`src/rtl/b64d_pkg.sv`:
```
// Shared types, codes and the character classifier for the base64 stream decoder.
// No dependencies; used by every module under rtl/.
package b64d_pkg;

   // Classifier codes above the 6-bit value range
   localparam logic [6:0] SYM_SKIP = 7'd64;
   localparam logic [6:0] SYM_PAD  = 7'd65;
   localparam logic [6:0] SYM_BAD  = 7'd66;

   localparam logic [6:0] SYM_VALUE_LIMIT = 7'd64;

   localparam logic [7:0] CHAR_UPPER_A = 8'h41;
   localparam logic [7:0] CHAR_UPPER_Z = 8'h5A;
   localparam logic [7:0] CHAR_LOWER_A = 8'h61;
   localparam logic [7:0] CHAR_LOWER_Z = 8'h7A;
   localparam logic [7:0] CHAR_DIGIT_0 = 8'h30;
   localparam logic [7:0] CHAR_DIGIT_9 = 8'h39;
   localparam logic [7:0] CHAR_PLUS    = 8'h2B;
   localparam logic [7:0] CHAR_SLASH   = 8'h2F;
   localparam logic [7:0] CHAR_NEWLINE = 8'h0A;
   localparam logic [7:0] CHAR_EQUALS  = 8'h3D;

   localparam logic [7:0] OFFSET_LOWER = 8'd26;
   localparam logic [7:0] OFFSET_DIGIT = 8'd52;

   // Register map
   localparam logic REG_OUTPUT_CAPACITY = 1'b0;
   localparam logic [15:0] CAPACITY_RESET = 16'hFFFF;

   typedef enum logic [1:0] {
      KIND_DATA     = 2'd0,
      KIND_DONE     = 2'd1,
      KIND_INVALID  = 2'd2,
      KIND_OVERFLOW = 2'd3
   } result_kind_type;

   typedef enum logic [1:0] {
      ERR_NONE     = 2'd0,
      ERR_INVALID  = 2'd2,
      ERR_OVERFLOW = 2'd3
   } err_type;

   // One queued job: up to three bytes and an optional status word
   typedef struct packed {
      logic [2:0][7:0] data;
      logic [1:0]      nbytes;
      logic            has_status;
      result_kind_type status_kind;
      logic [15:0]     total;
   } job_type;

   function automatic logic [6:0] classify(input logic [7:0] c);
      logic [7:0] v;
      begin
         v = 8'd0;
         if (c >= CHAR_UPPER_A && c <= CHAR_UPPER_Z) begin
            v = c - CHAR_UPPER_A;
            classify = v[6:0];
         end else if (c >= CHAR_LOWER_A && c <= CHAR_LOWER_Z) begin
            v = c - CHAR_LOWER_A + OFFSET_LOWER;
            classify = v[6:0];
         end else if (c >= CHAR_DIGIT_0 && c <= CHAR_DIGIT_9) begin
            v = c - CHAR_DIGIT_0 + OFFSET_DIGIT;
            classify = v[6:0];
         end else if (c == CHAR_PLUS) begin
            classify = 7'd62;
         end else if (c == CHAR_SLASH) begin
            classify = 7'd63;
         end else if (c == CHAR_NEWLINE) begin
            classify = SYM_SKIP;
         end else if (c == CHAR_EQUALS) begin
            classify = SYM_PAD;
         end else begin
            classify = SYM_BAD;
         end
      end
   endfunction

endpackage

```
`src/rtl/b64d_front.sv`:
```
// Front end: classifies characters, assembles sextets, checks capacity, builds jobs.
// Depends on b64d_pkg.
module b64d_front #(
   parameter int COUNT_BITS = 16
) (
   input  logic                 clock,
   input  logic                 reset,
   input  logic                 accept,
   input  logic [7:0]           char_code,
   input  logic                 end_of_message,
   input  logic [15:0]          capacity,
   output logic                 push,
   output b64d_pkg::job_type    job
);

   localparam int WIDE = (COUNT_BITS > 16 ? COUNT_BITS : 16) + 2;

   logic [17:0]           buf_ff, buf_in;
   logic [1:0]            cnt_ff, cnt_in;
   logic [COUNT_BITS-1:0] bc_ff, bc_in;
   logic                  pad_ff, pad_in;
   b64d_pkg::err_type     err_ff, err_in;

   logic [6:0]            sym;
   logic                  live, is_val, is_bad, is_pad, grp, tail, over, emit;
   logic [23:0]           full;
   logic [17:0]           buf_mid;
   logic [1:0]            cnt_mid, k;
   b64d_pkg::err_type     err_mid, err_new;
   logic [WIDE-1:0]       cap_w, cmax_w, limit_w, sum_w, bc_new_w;

   always_comb begin
      sym    = b64d_pkg::classify(char_code);
      live   = (err_ff == b64d_pkg::ERR_NONE) && !pad_ff;
      is_val = live && (sym < b64d_pkg::SYM_VALUE_LIMIT);
      is_bad = live && (sym == b64d_pkg::SYM_BAD);
      is_pad = live && (sym == b64d_pkg::SYM_PAD);
      full   = {buf_ff, sym[5:0]};
      grp    = is_val && (cnt_ff == 2'd3);

      if (grp) begin
         buf_mid = 18'd0;
         cnt_mid = 2'd0;
      end else if (is_val) begin
         buf_mid = {buf_ff[11:0], sym[5:0]};
         cnt_mid = cnt_ff + 2'd1;
      end else begin
         buf_mid = buf_ff;
         cnt_mid = cnt_ff;
      end

      err_mid = is_bad ? b64d_pkg::ERR_INVALID : err_ff;
      tail    = end_of_message && (err_mid == b64d_pkg::ERR_NONE)
                && ((cnt_mid == 2'd3) || (cnt_mid == 2'd2));

      if (grp) begin
         k = 2'd3;
      end else if (tail) begin
         k = (cnt_mid == 2'd3) ? 2'd2 : 2'd1;
      end else begin
         k = 2'd0;
      end

      // Limit is the capacity register capped at the counter's range
      cap_w    = WIDE'(capacity);
      cmax_w   = (WIDE'(1) << COUNT_BITS) - WIDE'(1);
      limit_w  = (cap_w < cmax_w) ? cap_w : cmax_w;
      sum_w    = WIDE'(bc_ff) + WIDE'(k);
      over     = (k != 2'd0) && (sum_w > limit_w);
      emit     = (k != 2'd0) && !over;
      err_new  = over ? b64d_pkg::ERR_OVERFLOW : err_mid;
      bc_new_w = emit ? sum_w : WIDE'(bc_ff);

      job.data = '0;
      if (grp) begin
         job.data[0] = full[23:16];
         job.data[1] = full[15:8];
         job.data[2] = full[7:0];
      end else if (cnt_mid == 2'd3) begin
         job.data[0] = buf_mid[17:10];
         job.data[1] = buf_mid[9:2];
      end else begin
         job.data[0] = buf_mid[11:4];
      end
      job.nbytes      = emit ? k : 2'd0;
      job.has_status  = end_of_message;
      job.status_kind = (err_new == b64d_pkg::ERR_NONE) ? b64d_pkg::KIND_DONE
                        : b64d_pkg::result_kind_type'(err_new);
      job.total       = bc_new_w[15:0];

      push = accept && (emit || end_of_message);

      buf_in = buf_ff;
      cnt_in = cnt_ff;
      bc_in  = bc_ff;
      pad_in = pad_ff;
      err_in = err_ff;
      if (accept) begin
         if (end_of_message) begin
            // clear for the next message
            buf_in = 18'd0;
            cnt_in = 2'd0;
            bc_in  = '0;
            pad_in = 1'b0;
            err_in = b64d_pkg::ERR_NONE;
         end else begin
            buf_in = buf_mid;
            cnt_in = cnt_mid;
            bc_in  = bc_new_w[COUNT_BITS-1:0];
            pad_in = pad_ff | is_pad;
            err_in = err_new;
         end
      end
   end

   always_ff @(posedge clock) begin
      if (reset) begin
         buf_ff <= 18'd0;
         cnt_ff <= 2'd0;
         bc_ff  <= '0;
         pad_ff <= 1'b0;
         err_ff <= b64d_pkg::ERR_NONE;
      end else begin
         buf_ff <= buf_in;
         cnt_ff <= cnt_in;
         bc_ff  <= bc_in;
         pad_ff <= pad_in;
         err_ff <= err_in;
      end
   end

`ifndef SYNTHESIS
   a_clear_after_eom: assert property (@(posedge clock) disable iff (reset)
      (accept && end_of_message) |=> (cnt_ff == 2'd0 && bc_ff == '0 && !pad_ff
                                      && err_ff == b64d_pkg::ERR_NONE))
      else $error("message state not cleared after last character");
   a_no_bytes_after_error: assert property (@(posedge clock) disable iff (reset)
      (err_ff != b64d_pkg::ERR_NONE) |-> (job.nbytes == 2'd0))
      else $error("bytes emitted after an error");
`endif

endmodule

```
`src/rtl/b64d_fifo.sv`:
```
// Job queue between the decoder front end and the result sequencer.
// Depends on b64d_pkg.
module b64d_fifo #(
   parameter int DEPTH = 4
) (
   input  logic              clock,
   input  logic              reset,
   input  logic              push,
   input  b64d_pkg::job_type job_in,
   input  logic              pop,
   output b64d_pkg::job_type job_out,
   output logic              full,
   output logic              empty
);

   localparam int PTR_W = (DEPTH > 1) ? $clog2(DEPTH) : 1;
   localparam int CNT_W = $clog2(DEPTH + 1);
   localparam logic [PTR_W-1:0] LAST_PTR = PTR_W'(DEPTH - 1);
   localparam logic [CNT_W-1:0] DEPTH_CNT = CNT_W'(DEPTH);

   b64d_pkg::job_type   mem_ff [DEPTH];
   logic [PTR_W-1:0]    wr_ptr_ff, wr_ptr_in, rd_ptr_ff, rd_ptr_in;
   logic [CNT_W-1:0]    cnt_ff, cnt_in;

   always_comb begin
      full    = (cnt_ff == DEPTH_CNT);
      empty   = (cnt_ff == '0);
      job_out = mem_ff[rd_ptr_ff];

      wr_ptr_in = wr_ptr_ff;
      rd_ptr_in = rd_ptr_ff;
      cnt_in    = cnt_ff;
      if (push) begin
         wr_ptr_in = (wr_ptr_ff == LAST_PTR) ? '0 : wr_ptr_ff + PTR_W'(1);
      end
      if (pop) begin
         rd_ptr_in = (rd_ptr_ff == LAST_PTR) ? '0 : rd_ptr_ff + PTR_W'(1);
      end
      if (push && !pop) begin
         cnt_in = cnt_ff + CNT_W'(1);
      end else if (pop && !push) begin
         cnt_in = cnt_ff - CNT_W'(1);
      end
   end

   always_ff @(posedge clock) begin
      if (push) begin
         mem_ff[wr_ptr_ff] <= job_in;
      end
   end

   always_ff @(posedge clock) begin
      if (reset) begin
         wr_ptr_ff <= '0;
         rd_ptr_ff <= '0;
         cnt_ff    <= '0;
      end else begin
         wr_ptr_ff <= wr_ptr_in;
         rd_ptr_ff <= rd_ptr_in;
         cnt_ff    <= cnt_in;
      end
   end

`ifndef SYNTHESIS
   a_no_push_full: assert property (@(posedge clock) disable iff (reset)
      full |-> !push)
      else $error("push into a full job queue");
   a_no_pop_empty: assert property (@(posedge clock) disable iff (reset)
      empty |-> !pop)
      else $error("pop from an empty job queue");
`endif

endmodule

```
`src/rtl/b64d_back.sv`:
```
// Result sequencer: walks each queued job and drives the registered result channel.
// Depends on b64d_pkg.
module b64d_back (
   input  logic              clock,
   input  logic              reset,
   input  b64d_pkg::job_type job,
   input  logic              empty,
   output logic              pop,
   output logic              rsp_valid,
   input  logic              rsp_ready,
   output logic [7:0]        rsp_out_byte,
   output logic [1:0]        rsp_result_kind,
   output logic [15:0]       rsp_total_length,
   output logic              rsp_last_of_run
);

   logic [1:0]  idx_ff, idx_in;
   logic        valid_ff, valid_in;
   logic [7:0]  byte_ff, byte_in;
   logic [1:0]  kind_ff, kind_in;
   logic [15:0] total_ff, total_in;
   logic        last_ff, last_in;
   logic        load, take, is_last;
   logic [2:0]  n_total;

   always_comb begin
      n_total = {1'b0, job.nbytes} + {2'b00, job.has_status};
      is_last = ({1'b0, idx_ff} + 3'd1) == n_total;
      load    = !valid_ff || rsp_ready;
      take    = load && !empty;
      pop     = take && is_last;

      valid_in = valid_ff;
      idx_in   = idx_ff;
      if (load) begin
         valid_in = !empty;
      end
      if (take) begin
         idx_in = is_last ? 2'd0 : idx_ff + 2'd1;
      end

      if (idx_ff < job.nbytes) begin
         case (idx_ff)
            2'd0:    byte_in = job.data[0];
            2'd1:    byte_in = job.data[1];
            2'd2:    byte_in = job.data[2];
            default: byte_in = 8'd0;
         endcase
         kind_in  = b64d_pkg::KIND_DATA;
         total_in = 16'd0;
      end else begin
         byte_in  = 8'd0;
         kind_in  = job.status_kind;
         total_in = job.total;
      end
      last_in = is_last;
   end

   always_ff @(posedge clock) begin
      if (reset) begin
         valid_ff <= 1'b0;
         idx_ff   <= 2'd0;
      end else begin
         valid_ff <= valid_in;
         idx_ff   <= idx_in;
      end
   end

   // Payload holds while the receiver stalls
   always_ff @(posedge clock) begin
      if (take) begin
         byte_ff  <= byte_in;
         kind_ff  <= kind_in;
         total_ff <= total_in;
         last_ff  <= last_in;
      end
   end

   assign rsp_valid        = valid_ff;
   assign rsp_out_byte     = byte_ff;
   assign rsp_result_kind  = kind_ff;
   assign rsp_total_length = total_ff;
   assign rsp_last_of_run  = last_ff;

`ifndef SYNTHESIS
   a_status_is_last: assert property (@(posedge clock) disable iff (reset)
      (rsp_valid && rsp_result_kind != b64d_pkg::KIND_DATA) |-> rsp_last_of_run)
      else $error("status word not marked last of run");
   a_data_no_length: assert property (@(posedge clock) disable iff (reset)
      (rsp_valid && rsp_result_kind == b64d_pkg::KIND_DATA) |-> (rsp_total_length == 16'd0))
      else $error("data word carries a length");
`endif

endmodule

```
`src/rtl/base64_stream_decoder.sv`:
```
// Top level of the base64 stream decoder: register port, front end, job queue, sequencer.
// Depends on b64d_pkg, b64d_front, b64d_fifo and b64d_back.
//
// Usage:
//   Request channel (req_*): one encoded character per word, req_end_of_message
//   on the final character of a message. Result channel (rsp_*): one decoded
//   byte per word (kind 0), then a status word at message end (kind 1 done,
//   2 invalid character, 3 capacity overflow) with the byte count.
//   rsp_last_of_run marks the last word caused by one character.
//   Register 0 at byte address 0 is output_capacity (16 bits, reset 65535).
// Timing:
//   A character is taken every cycle while the job queue has room. Its job
//   enters the job queue, and its first word is then registered at the output.
//   The sequencer drives one word per cycle while the receiver is ready; a
//   character causes zero to four words (three bytes plus the status), and no
//   message causes more words than it has characters.
// Reset and stall:
//   Reset clears message state, empties the queue, drops rsp_valid and restores
//   the capacity. A stalled receiver holds the output word, jobs gather in the
//   QUEUE_DEPTH-entry queue, and req_ready drops when it is full.
module base64_stream_decoder #(
   parameter int COUNT_BITS  = 16,
   parameter int QUEUE_DEPTH = 4
) (
   input  logic        clock,
   input  logic        reset,
   // request channel
   input  logic        req_valid,
   output logic        req_ready,
   input  logic [7:0]  req_char_code,
   input  logic        req_end_of_message,
   // result channel
   output logic        rsp_valid,
   input  logic        rsp_ready,
   output logic [7:0]  rsp_out_byte,
   output logic [1:0]  rsp_result_kind,
   output logic [15:0] rsp_total_length,
   output logic        rsp_last_of_run,
   // register port
   input  logic        csr_psel,
   input  logic        csr_penable,
   input  logic        csr_pwrite,
   input  logic [2:0]  csr_paddr,
   input  logic [31:0] csr_pwdata,
   output logic [31:0] csr_prdata,
   output logic        csr_pready
);

   logic [15:0]       cap_ff, cap_in;
   logic              req_accept, push, pop, q_full, q_empty, csr_write;
   b64d_pkg::job_type job_in, job_out;

   // Register port: no wait states, word index in paddr[2]
   assign csr_pready = 1'b1;
   assign csr_write  = csr_psel && csr_penable && csr_pwrite && csr_pready
                       && (csr_paddr[2] == b64d_pkg::REG_OUTPUT_CAPACITY);
   assign csr_prdata = (csr_paddr[2] == b64d_pkg::REG_OUTPUT_CAPACITY)
                       ? {16'd0, cap_ff} : 32'd0;

   always_comb begin
      cap_in = cap_ff;
      if (csr_write) begin
         cap_in = csr_pwdata[15:0];
      end
   end

   always_ff @(posedge clock) begin
      if (reset) begin
         cap_ff <= b64d_pkg::CAPACITY_RESET;
      end else begin
         cap_ff <= cap_in;
      end
   end

   // Take a character whenever the queue has room for its job
   assign req_ready  = !q_full;
   assign req_accept = req_valid && req_ready;

   b64d_front #(
      .COUNT_BITS(COUNT_BITS)
   ) u_front (
      .clock          (clock),
      .reset          (reset),
      .accept         (req_accept),
      .char_code      (req_char_code),
      .end_of_message (req_end_of_message),
      .capacity       (cap_ff),
      .push           (push),
      .job            (job_in)
   );

   b64d_fifo #(
      .DEPTH(QUEUE_DEPTH)
   ) u_fifo (
      .clock   (clock),
      .reset   (reset),
      .push    (push),
      .job_in  (job_in),
      .pop     (pop),
      .job_out (job_out),
      .full    (q_full),
      .empty   (q_empty)
   );

   b64d_back u_back (
      .clock            (clock),
      .reset            (reset),
      .job              (job_out),
      .empty            (q_empty),
      .pop              (pop),
      .rsp_valid        (rsp_valid),
      .rsp_ready        (rsp_ready),
      .rsp_out_byte     (rsp_out_byte),
      .rsp_result_kind  (rsp_result_kind),
      .rsp_total_length (rsp_total_length),
      .rsp_last_of_run  (rsp_last_of_run)
   );

endmodule
```
`config.mk`:
```
export PLATFORM = sky130hd
export DESIGN_NAME = base64_stream_decoder
export DESIGN_NICKNAME = d
export VERILOG_FILES = /design/src/rtl/b64d_pkg.sv /design/src/rtl/b64d_front.sv /design/src/rtl/b64d_fifo.sv /design/src/rtl/b64d_back.sv /design/src/rtl/base64_stream_decoder.sv
export SDC_FILE = /design/constraint.sdc
export NUM_CORES = 1
export LEC_CHECK = 0
export ABC_AREA = 0
export BUFFER_PORTS_ARGS = -buffer_cell sky130_fd_sc_hd__clkbuf_2
export CELL_PAD_IN_SITES_DETAIL_PLACEMENT = 1
export CELL_PAD_IN_SITES_GLOBAL_PLACEMENT = 2
export CORE_MARGIN = 2
export CORE_UTILIZATION = 38
export CTS_CLUSTER_SIZE = 25
export DETAILED_ROUTE_END_ITERATION = 16
export PLACE_DENSITY = 0.81
export REMOVE_ABC_BUFFERS = 1
export SKIP_LAST_GASP = 1
export SLEW_MARGIN = 40
export SYNTH_ARGS = -nofsm -noshare
export SYNTH_HDL_FRONTEND = slang
export SYNTH_SLANG_ARGS = --single-unit
export TNS_END_PERCENT = 30
```
`constraint.sdc`:
```
create_clock -name clock -period 6.9 [get_ports clock]
set_input_delay 0.69 -clock clock [delete_from_list [all_inputs] [get_ports clock]]
set_output_delay 0.69 -clock clock [all_outputs]
set_load 0.02 [all_outputs]
```
==> reports/qor.yml <==
worst_slew_pin_slew_ns: 0.772
cts_root_buffer: "clkbuf_16"
portBuffers: 77
cts.path.max_buffers: 3
critical_path.max_stage_delay_ns: 0.46
start_util_pct: 38.4
synth_edf_count: 207
regArea_um2: 7560
synth.area.top_cells: "edfxtp_1 (48%), dfxtp_1 (10%), mux4_2 (7.9%)"
syn_avg_cell_area_um2: 12.8
synth_top_family_by_area: "simple AND/OR/NAND/NOR gates"
netSwitchingPower_w: 0.00135
area_growth_syn_to_layout_pct: 18.6
route.detailed.drc: 0
slowest_stage: "o311a_2"
nNetsFinal: 1218
drtAntennaViolNets: 0
dieArea_um2: 35300
grt.total_usage_pct: 18.0
place_hpwl_um: 21000
final_util_pct: 45.5
crit_fanout: 6
finalSetupViolCount: 0
wl_um: 31500
ys_ff_latch: 274
viasPerCell: 5.32
grt_pass1_vias: 8847
fmax_mhz: 155
startpoint_type: "primary input"
io_pins: 113
clock_latency_ns: 0.54
synth-seq-area-share_pct: 58.8
dr.pass1.iters: 5
cp.buffers_inverters: 5
overflow: 0
antenna_found_initial: 1
grt_pass1_wl_um: 50500
relSlewSlack_pct: 48.0
finalCritPeriodShare_pct: 93.3
nFillCells: 3502
synth_cell_type_count: 73
min_path_type: "in2reg"
drt_iter0_drc: 555
cell_internal_pwr_w: 0.00331
required_ns: 7.37
place.gp.congestion: 0.793
die_w_um: 188
design_area_um2: 15200
pwr-share-seq_pct: 44.6
critical-path-top-delay-family: "compound AO/OA/AOI/OAI gates"
synthCells: 1003
finalCriticalPeriod_ns: 6.43
synthXorXnorAreaFrac_pct: 2.45
clkPwrFrac_pct: 33.7
hold_violations: 0
cts.reportedPaths.clkPinSlew_ns: 0.06
synth_fa_ha_area_share_pct: 4.31
finalMaxSlewViolations: 0
cts-buffers-inserted: 28
placed_cell_area_um2: 14200
cap_violations: 0
core_um2: 33400
max-vdd-ir-drop_uv: 214
synth_most_common_cell: "edfxtp_1"
yosys_warnings: 0
synth_compound_area_share_pct: 10.4
yosysTopAreaCellShare_pct: 48.4
synth_simple_gate_area_share_pct: 10.8
swShare_pct: 29.0
rows: 67
n_antenna_cell: 0
synth_flop_cell: "edfxtp_1"
route.vias.total: 8478
finClkSkew_ns: 0.0129
multi_input_area_um2: 4870
grt_max_degree: 39
synth_common_cells: "edfxtp_1 (207), nor2_1 (85), nand2_1 (68), dfxtp_1 (67), mux4_2 (45)"
leakage_nw: 5.70
drive_above_1_share_pct: 25.0
ctsHoldBuffers: 0
crit_arrival_ns: 6.90
wl_per_cell_um: 19.7
p_comb_share_pct: 21.7
crit_type: "in2reg"
muxShareOfSynthArea_pct: 8.69
tritoncts: "yes"
cts_sinks: 274
status: "complete, no violations"
htree_levels: 1
netlist_area_um2: 12800
endpoint_kind: "register"
power.density_nw_per_um2: 306
synthArstFlopShare_pct: 0
fp.dieH_um: 188
synth_area_leader_cell: "edfxtp_1"
[registers in the layout, indices dropped and copies added, names as in the netlist, named ones only]
signal                   flops
u_fifo.cnt_ff                3
u_back.rsp_total_length     16
u_back.rsp_last_of_run       1
u_front.buf_ff              18
u_front.err_ff               2
u_fifo.rd_ptr_ff             2
u_back.rsp_valid             1
u_front.pad_ff               1
u_fifo.wr_ptr_ff             2
u_back.rsp_result_kind       2
u_back.rsp_out_byte          8
u_front.cnt_ff               2
cap_ff                      16
u_fifo.mem_ff              180
u_front.bc_ff               16
u_back.idx_ff                2
[final cells by class]
cell class / count / area share [%]
clock buffers: 31 / 4.81
inverters: 46 / 1.13
clock inverters: 21 / 1.50
multi-input cells: 615 / 32.0
flip-flops and latches: 274 / 49.7
well taps: 448 / 3.68
repair buffers: 159 / 7.23
[cell usage in the layout (no fill, tap or decap), types with 23 or more instances in the layout]
cell         n
clkbuf_2    77
inv_1       43
nand2_1     68
clkbuf_16   29
dfxtp_1     65
xnor2_1     23
a21oi_1     32
buf_4       74
mux4_2      45
a22oi_1     25
nand4_1     31
nor2_1      84
edfxtp_1   207
ha_1        40
o211ai_1    30
[power groups by stage]
stage	sequential [W]	clock (W)	combinational, W
3_3_place_gp	0.00211	0	0.000991
4_1_cts	0.00209	0.00161	0.00103
3_5_place_dp	0.00212	0	0.00102
6_report	0.00208	0.00157	0.00101
2_1_floorplan	0.00223	0	0.000536
5_1_grt	0.00211	0.00166	0.00111
[kinds of logic (layout without fill, tap and decap cells)]
| kind of cell | Yosys count | after routing |
|---|---|---|
| multiplexers | 55 | 55 |
| flip-flops | 274 | 274 |
| adder cells (fa/ha/maj) | 43 | 43 |
| XOR/XNOR | 36 | 36 |
| other | 2 | 17 |
| buffers and inverters | 129 | 257 |
| AO/OA/AOI/OAI | 183 | 183 |
| AND/OR/NAND/NOR | 281 | 281 |
[routing by layer]
layer  GRT usage [%]  wire length (um)
met2            30.1             15000
met1            25.4             14700
met5               0                 0
met4            3.48               443
met3            2.26              1290
[worst paths after layout]
kind	slack [ns]	cells past startpoint	startpoint	endpoint
max	0.47	32	req_char_code[1]	u_fifo.cnt_ff[2]$_SDFFE_PP0P_
min	0.38	3	csr_pwdata[8]	cap_ff[8]$_SDFFE_PP1P_
max reg2reg	0.65	29	u_front.err_ff[1]$_SDFFE_PP0P_	u_fifo.cnt_ff[2]$_SDFFE_PP0P_
min reg2reg	0.49	2	u_back.rsp_valid$_SDFFE_PP0P_	u_back.rsp_valid$_SDFFE_PP0P_
[metrics by stage]
step | std cells | total power, W | setup TNS [ns] | worst slack [ns] | hold slack (ns)
2_1_floorplan | 935 | 0.00277 | -493.23 | -2.24 | 0.456
3_3_place_gp | 1540 | 0.00310 | -0.205 | -0.205 | 0.460
3_5_place_dp | 1540 | 0.00314 | -1.01 | -0.331 | 0.476
4_1_cts | 1592 | 0.00472 | 0 | 0.122 | 0.359
5_1_grt | 1594 | 0.00488 | -0.00325 | -0.00325 | 0.377
6_report | 1594 | 0.00467 | 0 | 0.466 | 0.379
[timing repair]
item | in CTS | in global routing
endpoints found under the setup margin | 0 | 252
buffers inserted | 0 | 2
gates resized for setup | 0 | 20
endpoints found under the hold margin | 0 | 0
[worst reg2reg max path, delay by kind of cell (launching register included)]
kind | cells | cell delay (ns)
and+or+nand+nor | 10 | 2.18
xor gates and xnor gates | 2 | 0.37
AOI/OAI and AO/OA | 10 | 1.68
adders and majority gates | 5 | 1.44
buffers and inverters | 2 | 0.12
DFF | 1 | 0.36
No activity file was read; power rests on OpenSTA's default activity.
